==> config.mk <==
export PLATFORM = sky130hd
export DESIGN_NAME = greedy_error_mask_projection_core
export DESIGN_NICKNAME = d
export VERILOG_FILES = /design/src/hw/rtl/gemp_pkg.sv /design/src/hw/rtl/greedy_error_mask_projection_core.sv /design/src/hw/rtl/gemp_ram.sv
export SDC_FILE = /design/constraint.sdc
export NUM_CORES = 2
export LEC_CHECK = 0
export BUFFER_PORTS_ARGS = -buffer_cell sky130_fd_sc_hd__buf_4
export CORE_ASPECT_RATIO = 1.5
export CORE_MARGIN = 8
export CORE_UTILIZATION = 42
export CTS_BUF_LIST = sky130_fd_sc_hd__clkbuf_8
export DETAILED_ROUTE_END_ITERATION = 8
export GPL_TIMING_DRIVEN = 0
export REMOVE_ABC_BUFFERS = 1
export SYNTH_ARGS = -nofsm -noshare
export SYNTH_HDL_FRONTEND = slang
export SYNTH_MEMORY_MAX_BITS = 65536
export SYNTH_SLANG_ARGS = --single-unit
==> constraint.sdc <==
create_clock -name i_clk -period 5 [get_ports i_clk]
set_clock_uncertainty 0.2 [all_clocks]
set_input_delay 0.5 -clock i_clk [delete_from_list [all_inputs] [get_ports i_clk]]
set_output_delay 0.5 -clock i_clk [all_outputs]
set_load 0.1 [all_outputs]
==> src/hw/rtl/gemp_pkg.sv <==
// Shared types and constants for the greedy error-mask projection block.
package gemp_pkg;

    localparam int unsigned DATA_W = 64;

    typedef enum logic [2:0] {
        ST_LOAD,
        ST_RD_I,
        ST_GET_I,
        ST_SCAN,
        ST_DONE
    } t_state;

endpackage

==> src/hw/rtl/greedy_error_mask_projection_core.sv <==
// Top level of the greedy error-mask projection block.
// Rows are loaded one per cycle into a row memory. When the row flagged last is taken,
// the block stops accepting input and a sequencer walks the stored rows in load order
// over the single read port of that memory. Each stored row is fetched and tested in
// turn, and every flagged nonzero row adds a subset scan over all N stored rows before
// the sequencer moves on; the result is registered once the last row is done. Rows
// beyond MAX_ROWS are dropped and reported in the result. A new set may start loading
// while the previous result still waits to be taken.
module greedy_error_mask_projection_core #(
    parameter int MAX_ROWS = 64,
    parameter int ROW_BITS = 64
) (
    input  logic                        i_clk,
    input  logic                        i_rst_n,
    input  logic                        i_s_tvalid,
    output logic                        o_s_tready,
    input  logic [gemp_pkg::DATA_W-1:0] i_s_tdata,   // [63:0] row_bits
    input  logic                        i_s_tuser,   // [0] row_is_error
    input  logic                        i_s_tlast,   // last_row
    output logic                        o_m_tvalid,
    input  logic                        i_m_tready,
    output logic [gemp_pkg::DATA_W-1:0] o_m_tdata,   // [63:0] mask_bits
    output logic                        o_m_tuser    // [0] rows_dropped
);
    import gemp_pkg::*;

    localparam int ADDR_W = (MAX_ROWS > 1) ? $clog2(MAX_ROWS) : 1;
    localparam int CNT_W  = $clog2(MAX_ROWS + 1);
    localparam int MEM_W  = ROW_BITS + 1;
    localparam logic [CNT_W-1:0] MAX_CNT = CNT_W'(MAX_ROWS);

    t_state r_state, n_state;

    logic [CNT_W-1:0]    r_count, n_count;
    logic                r_ovf, n_ovf;
    logic [CNT_W-1:0]    r_rows, n_rows;
    logic [CNT_W-1:0]    r_i, n_i;
    logic [CNT_W-1:0]    r_j, n_j;
    logic                r_pend, n_pend;
    logic                r_hit, n_hit;
    logic [ROW_BITS-1:0] r_mask, n_mask;
    logic [ROW_BITS-1:0] r_cand, n_cand;
    logic                r_out_valid, n_out_valid;
    logic [ROW_BITS-1:0] r_out_mask, n_out_mask;
    logic                r_out_drop, n_out_drop;

    logic                s_fire;
    logic                out_free;
    logic                scan_end;
    logic                ram_we;
    logic                ram_re;
    logic [ADDR_W-1:0]   ram_raddr;
    logic [MEM_W-1:0]    ram_wdata;
    logic [MEM_W-1:0]    ram_rdata;
    logic                rd_err;
    logic [ROW_BITS-1:0] rd_row;
    logic                rd_clean_sub;
    logic [DATA_W-1:0]   out_data;

    assign s_fire   = i_s_tvalid & o_s_tready;
    assign out_free = ~r_out_valid | i_m_tready;
    assign scan_end = (r_j == r_rows) & ~r_pend;
    assign rd_err   = ram_rdata[ROW_BITS];
    assign rd_row   = ram_rdata[ROW_BITS-1:0];
    assign rd_clean_sub = ~rd_err & (rd_row != '0) & ((rd_row & ~r_cand) == '0);
    assign ram_wdata = {i_s_tuser, i_s_tdata[ROW_BITS-1:0]};

    gemp_ram #(
        .WIDTH(MEM_W),
        .DEPTH(MAX_ROWS)
    ) u_row_ram (
        .i_clk  (i_clk),
        .i_we   (ram_we),
        .i_waddr(r_count[ADDR_W-1:0]),
        .i_wdata(ram_wdata),
        .i_re   (ram_re),
        .i_raddr(ram_raddr),
        .o_rdata(ram_rdata)
    );

    always_comb begin
        n_state = r_state;
        unique case (r_state)
            ST_LOAD: begin
                if (s_fire && i_s_tlast) begin
                    n_state = ST_RD_I;
                end
            end
            ST_RD_I: begin
                n_state = (r_i == r_rows) ? ST_DONE : ST_GET_I;
            end
            ST_GET_I: begin
                n_state = (rd_err && rd_row != '0) ? ST_SCAN : ST_RD_I;
            end
            ST_SCAN: begin
                if (scan_end) begin
                    n_state = ST_RD_I;
                end
            end
            ST_DONE: begin
                if (out_free) begin
                    n_state = ST_LOAD;
                end
            end
            default: n_state = ST_LOAD;
        endcase
    end

    always_comb begin
        o_s_tready  = 1'b0;
        ram_we      = 1'b0;
        ram_re      = 1'b0;
        ram_raddr   = r_i[ADDR_W-1:0];
        n_count     = r_count;
        n_ovf       = r_ovf;
        n_rows      = r_rows;
        n_i         = r_i;
        n_j         = r_j;
        n_pend      = r_pend;
        n_hit       = r_hit;
        n_mask      = r_mask;
        n_cand      = r_cand;
        n_out_valid = r_out_valid & ~i_m_tready;
        n_out_mask  = r_out_mask;
        n_out_drop  = r_out_drop;
        unique case (r_state)
            ST_LOAD: begin
                o_s_tready = 1'b1;
                if (s_fire) begin
                    if (r_count < MAX_CNT) begin
                        ram_we  = 1'b1;
                        n_count = r_count + CNT_W'(1);
                    end else begin
                        n_ovf = 1'b1;
                    end
                    if (i_s_tlast) begin
                        n_rows = (r_count < MAX_CNT) ? r_count + CNT_W'(1) : r_count;
                        n_i    = '0;
                        n_mask = '0;
                    end
                end
            end
            ST_RD_I: begin
                ram_re    = (r_i != r_rows);
                ram_raddr = r_i[ADDR_W-1:0];
            end
            ST_GET_I: begin
                if (rd_err && rd_row != '0) begin
                    n_cand = r_mask | rd_row;
                    n_j    = '0;
                    n_pend = 1'b0;
                    n_hit  = 1'b0;
                end else begin
                    n_i = r_i + CNT_W'(1);
                end
            end
            ST_SCAN: begin
                ram_raddr = r_j[ADDR_W-1:0];
                ram_re    = (r_j != r_rows);
                n_pend    = (r_j != r_rows);
                if (r_j != r_rows) begin
                    n_j = r_j + CNT_W'(1);
                end
                if (r_pend && rd_clean_sub) begin
                    n_hit = 1'b1;
                end
                if (scan_end) begin
                    n_mask = r_hit ? r_mask : r_cand;
                    n_i    = r_i + CNT_W'(1);
                end
            end
            ST_DONE: begin
                if (out_free) begin
                    n_out_valid = 1'b1;
                    n_out_mask  = r_mask;
                    n_out_drop  = r_ovf;
                    n_count     = '0;
                    n_ovf       = 1'b0;
                    n_mask      = '0;
                end
            end
            default: begin
                n_count = '0;
            end
        endcase
    end

    always_ff @(posedge i_clk) begin
        if (!i_rst_n) begin
            r_state     <= ST_LOAD;
            r_count     <= '0;
            r_ovf       <= 1'b0;
            r_out_valid <= 1'b0;
            r_mask      <= '0;
        end else begin
            r_state     <= n_state;
            r_count     <= n_count;
            r_ovf       <= n_ovf;
            r_out_valid <= n_out_valid;
            r_mask      <= n_mask;
        end
    end

    always_ff @(posedge i_clk) begin
        r_rows     <= n_rows;
        r_i        <= n_i;
        r_j        <= n_j;
        r_pend     <= n_pend;
        r_hit      <= n_hit;
        r_cand     <= n_cand;
        r_out_mask <= n_out_mask;
        r_out_drop <= n_out_drop;
    end

    always_comb begin
        out_data = '0;
        out_data[ROW_BITS-1:0] = r_out_mask;
    end

    assign o_m_tvalid = r_out_valid;
    assign o_m_tdata  = out_data;
    assign o_m_tuser  = r_out_drop;

`ifndef SYNTH
    a_count_bound: assert property (@(posedge i_clk) disable iff (!i_rst_n)
        r_count <= MAX_CNT)
        else $error("row count beyond store depth");

    a_rows_nonzero: assert property (@(posedge i_clk) disable iff (!i_rst_n)
        (r_state != ST_LOAD) |-> (r_rows != '0 && r_rows <= MAX_CNT))
        else $error("compute started with bad row total");

    a_index_bound: assert property (@(posedge i_clk) disable iff (!i_rst_n)
        (r_state != ST_LOAD) |-> (r_i <= r_rows))
        else $error("outer index past row total");

    a_cand_covers_mask: assert property (@(posedge i_clk) disable iff (!i_rst_n)
        (r_state == ST_SCAN) |-> ((r_mask & ~r_cand) == '0))
        else $error("candidate lost mask bits");

    a_clear_after_result: assert property (@(posedge i_clk) disable iff (!i_rst_n)
        (r_state == ST_DONE && out_free) |=> (r_count == '0 && !r_ovf && o_m_tvalid))
        else $error("store not cleared after result");
`endif

endmodule

==> src/hw/rtl/gemp_ram.sv <==
// Generic single-write, single-read RAM with registered read data.
module gemp_ram #(
    parameter int WIDTH = 65,
    parameter int DEPTH = 64
) (
    input  logic                                   i_clk,
    input  logic                                   i_we,
    input  logic [(DEPTH > 1 ? $clog2(DEPTH) : 1)-1:0] i_waddr,
    input  logic [WIDTH-1:0]                       i_wdata,
    input  logic                                   i_re,
    input  logic [(DEPTH > 1 ? $clog2(DEPTH) : 1)-1:0] i_raddr,
    output logic [WIDTH-1:0]                       o_rdata
);

    logic [WIDTH-1:0] r_mem [DEPTH];
    logic [WIDTH-1:0] r_rdata;

    always_ff @(posedge i_clk) begin
        if (i_we) begin
            r_mem[i_waddr] <= i_wdata;
        end
        if (i_re) begin
            r_rdata <= r_mem[i_raddr];
        end
    end

    assign o_rdata = r_rdata;

endmodule
==> reports/qor.json <==
{
  "logic_synthesis": {
    "synthesis.yosys.warnings": 0,
    "synth-seq-area-share_pct": 78.6,
    "netlist_instances": 9076,
    "synth-xor-area-share_pct": 0.145,
    "postSynthRegisterBits": 4453,
    "synth_simple_gate_area_share_pct": 1.47,
    "ys.flop_type": "edfxtp_1",
    "synth_top_family_by_area": "multiplexers",
    "synth_compound_area_share_pct": 5.44,
    "post_synth_mux_area_share_pct": 12.7,
    "synth_area_per_cell_um2": 18.6,
    "synth-async-reset-ratio_pct": 0,
    "syn-cell-area_mm2": 0.169,
    "yosys.cell_types.count": 53,
    "synth_fa_ha_area_share_pct": 0.0222,
    "number_of_flops_mapped_to_enable_cells_by_yosys": 4377
  },
  "placed_design": {
    "final_hpwl_dp_um": 347000,
    "place.port_buffers": 136,
    "finalWeightedCongestion": 0.749,
    "placedInstanceArea_mm2": 0.187,
    "post-place-ws_ns": -1.88,
    "place_inst": 14533
  },
  "grt": {
    "grt_util_met3_pct": 4.76,
    "grt_first_pass_wirelength_um": 736000,
    "grt_start_max_net_pins": 96,
    "grt_overflow": 0,
    "groute.usage.overall_pct": 24.6,
    "met1_usage_pct": 32.7,
    "grt_util_met2_pct": 39.2,
    "grt_peak_use_layer": "met2",
    "number_of_global_route_vias_before_repair": 94717,
    "antenna_found_initial": 28
  },
  "setup_path": {
    "worstSetupEndpointType": "flop",
    "worst_ep_required_ns": 5.46,
    "cp_cell_instances": "nand3b_4, buf_4, buf_4, mux2i_4, nand2_8, buf_16, buf_16, buf_16, o22ai_1, o41ai_2, nand4_1",
    "cp_startpoint_kind": "flop",
    "critical-path-top-cell-by-count": "buf_16",
    "critical_path.n_buffers_inverters": 5,
    "crit_family": "buffers and inverters",
    "timing.critical_path.arrival_ns": 5.51,
    "worstSetupPathType": "flop to flop",
    "reg2reg_setup_slack_ns": -0.05,
    "timing.critical_path.slowest_cell_delay_ns": 0.63,
    "cp_max_fo": 51,
    "crit_path_top_delay_cell": "nand4_1"
  },
  "clock_network": {
    "path_clk_slew_ns": 0.06,
    "cts_max_path_buffers": 4,
    "master_cell_of_the_clock_root_buffer": "clkbuf_8",
    "clock_insertion_delay_at_the_later_pin_of_the_skew_report_ns": 1.15,
    "numCtsBuffers": 627,
    "clock_sinks": 4453,
    "clock_tree_from_tritoncts": "yes",
    "ctsHtreeMaxLevel": 6
  },
  "power": {
    "power_report.internal_total_mw": 56.5,
    "comb_power_share_pct": 9.2,
    "power_frac_clock_pct": 35.5,
    "static-leakage-power_nw": 70.4,
    "switchingPower_mw": 18.2,
    "power.share.sequential_pct": 55.4,
    "total_power_mw": 74.7,
    "p_sw_share_pct": 24.4,
    "ir_drop_worst_case_vdd_mv": 0.263,
    "power_per_cell_area_mw_per_mm2": 374
  },
  "timing": {
    "tns_ns": -0.0827,
    "finalWorstPathRequiredPeriod_ns": 5.05,
    "finalSetupViolations": 4,
    "whs_ns": 0.140,
    "worst_slack_ns": -0.0509,
    "grt_setup_unrepaired": "yes",
    "fin_crit_sh_pct": 101,
    "maxClockFrequency_ghz": 0.198,
    "max-slew-margin-rel_pct": 16.5,
    "maxSlewViolCount": 0,
    "timing_worst_slew_pin_value_ns": 1.24,
    "timing_hold_violations_final": 0
  },
  "hold_path": {
    "holdCritPathClass": "primary input to flop"
  },
  "detailed_routing": {
    "drc": 0,
    "drt_via_density": 6.15,
    "routed_wl_um": 542000,
    "num_vias": 96963,
    "antenna_violating_nets_post_route": 0,
    "iteration_0_drc_count_of_the_detailed_router": 13374,
    "wl_per_cell_um": 34.4,
    "pre_repair_dr_iteration_count": 6
  },
  "floorplan": {
    "core_area_mm2": 0.401,
    "die_w_um": 534,
    "start_util_pct": 42.2,
    "dieArea_mm2": 0.424,
    "core.rowCount": 285,
    "die_height_um": 793,
    "io_pins": 137
  },
  "finish": {
    "area_growth_syn_to_layout_pct": 18.0,
    "layout.cells.non_filler": 15763,
    "nFillCells": 32017,
    "layout.nets": 10022,
    "utilization_pct": 49.8,
    "final_layout_size_suffix_gt1_share_pct": 16.0,
    "final_area_mm2": 0.200
  },
  "outcome": {
    "status": "complete, but fails checks",
    "violations": "negative setup slack"
  },
  "flow_run": {
    "max_cap_violations": 0
  }
}
worst paths after layout:
path,end,start,depth (start not counted)
worst max register to register,u_row_ram.o_rdata[50]$_DFFE_PP_,r_state[1]$_SDFFE_PN0P_,11
worst min register to register,o_m_tuser$_DFFE_PP_,r_ovf$_SDFFE_PN0P_,0
worst max-delay path,u_row_ram.o_rdata[50]$_DFFE_PP_,r_state[1]$_SDFFE_PN0P_,11
worst min-delay path,r_ovf$_SDFFE_PN0P_,i_s_tvalid,4
cells in the final DEF (no fill, tap or decap), types with 7 or more instances in the layout:
cell type | netlist | layout
mux2i_1 | 2149 | 2145
nor3_1 | 11 | 10
dlygate4sd3_1 | 0 | 71
inv_6 | 0 | 22
nand4_1 | 75 | 75
nand2_4 | 1 | 7
clkinv_1 | 0 | 144
nand2_1 | 98 | 94
nor2_4 | 0 | 66
clkinvlp_4 | 0 | 14
nand2b_1 | 13 | 13
clkinv_2 | 1 | 69
clkbuf_8 | 0 | 648
inv_1 | 62 | 272
inv_8 | 0 | 9
buf_12 | 0 | 379
xnor2_1 | 17 | 17
o41ai_2 | 0 | 23
a21oi_1 | 8 | 8
buf_4 | 3 | 158
nor2_1 | 87 | 22
nand3_1 | 77 | 77
o22ai_1 | 1061 | 1061
buf_16 | 0 | 146
xor2_1 | 11 | 11
buf_8 | 0 | 8
nor4_1 | 21 | 20
dfxtp_1 | 76 | 73
or2_2 | 65 | 65
o41ai_1 | 261 | 232
edfxtp_1 | 4377 | 4377
bufinv_16 | 0 | 11
repair_timing:
item	CTS	global route
gates cloned	10	0
pin swaps	23	18
hold buffers	71	0
setup buffers	10	14
endpoints found under the setup margin	64	137
endpoints found under the hold margin	4243	0
gates resized for setup	52	5
routing by layer:
layer	routed length, um	part of all wire, %	vias to the layer above
met5	68	0.013	-
met1	208000	38	50462
met3	55000	10	1414
met4	30400	5.6	10
li1	-	-	38969
met2	249000	46	6108
registers in the layout (all words and copies together) (netlist names):
name,count
u_row_ram.r_mem,4160
u_row_ram.o_rdata,65
o_m_tdata,64
r_cand,64
r_mask,64
r_count,7
r_i,7
r_j,7
r_rows,7
r_state,3
o_m_tuser,1
o_m_tvalid,1
r_hit,1
r_ovf,1
r_pend,1
power by group through the flow:
stage	sequential (mW)	clock (mW)	combinational (mW)
final	41.4	26.5	6.85
after detailed placement	42.2	0	6.58
after CTS	41.4	26.9	6.78
after global placement	42.2	0	9.23
after global routing	41.4	28.4	7.06
after floorplan	42.1	0	7.11
cells by family (layout without fill, tap and decap cells):
kind of cell / count (synthesis) / after routing
DFF: 4453 / 4453
and+or+nand+nor: 483 / 487
adders and majority gates: 3 / 3
xor gates and xnor gates: 28 / 28
muxes: 2152 / 2152
buffers and inverters: 597 / 1965
AOI/OAI and AO/OA: 1360 / 1360
other: 0 / 6
cells in the mapped netlist, types with 13 or more instances:
library cell  instances  share of area (%)
o22ai_1            1061                3.9
o41ai_1             261                1.4
nor4_1               21              0.078
edfxtp_1           4377                 78
clkbuf_1            163               0.36
buf_1                23              0.051
mux2i_1            2149                 13
inv_1                62               0.14
buf_2               342                1.0
nand3_1              77               0.23
nand4_1              75               0.28
nor2_1               87               0.19
nand2b_1             13              0.048
xnor2_1              17              0.088
dfxtp_1              76               0.90
nand2_1              98               0.22
or2_2                65               0.24
area by class of cell:
class                      instances  area [um2]  area share, %
timing repair buffer             774       13900           6.95
tap                             5309        6640           3.33
clock buffer                     648        8920           4.47
sequential                      4453      133000           66.6
multi-input combinational       4030       34500           17.3
clock inverter                   480        2420           1.21
antenna                            6        15.0        0.00752
inverter                          63         263          0.132
worst min-delay path: cells and delay by family:
family	cells	cell delay (ns)
buf+inv	2	0.72
simple gates	1	0.06
compound gates	1	0.15
(Power assumes the default switching activity.)
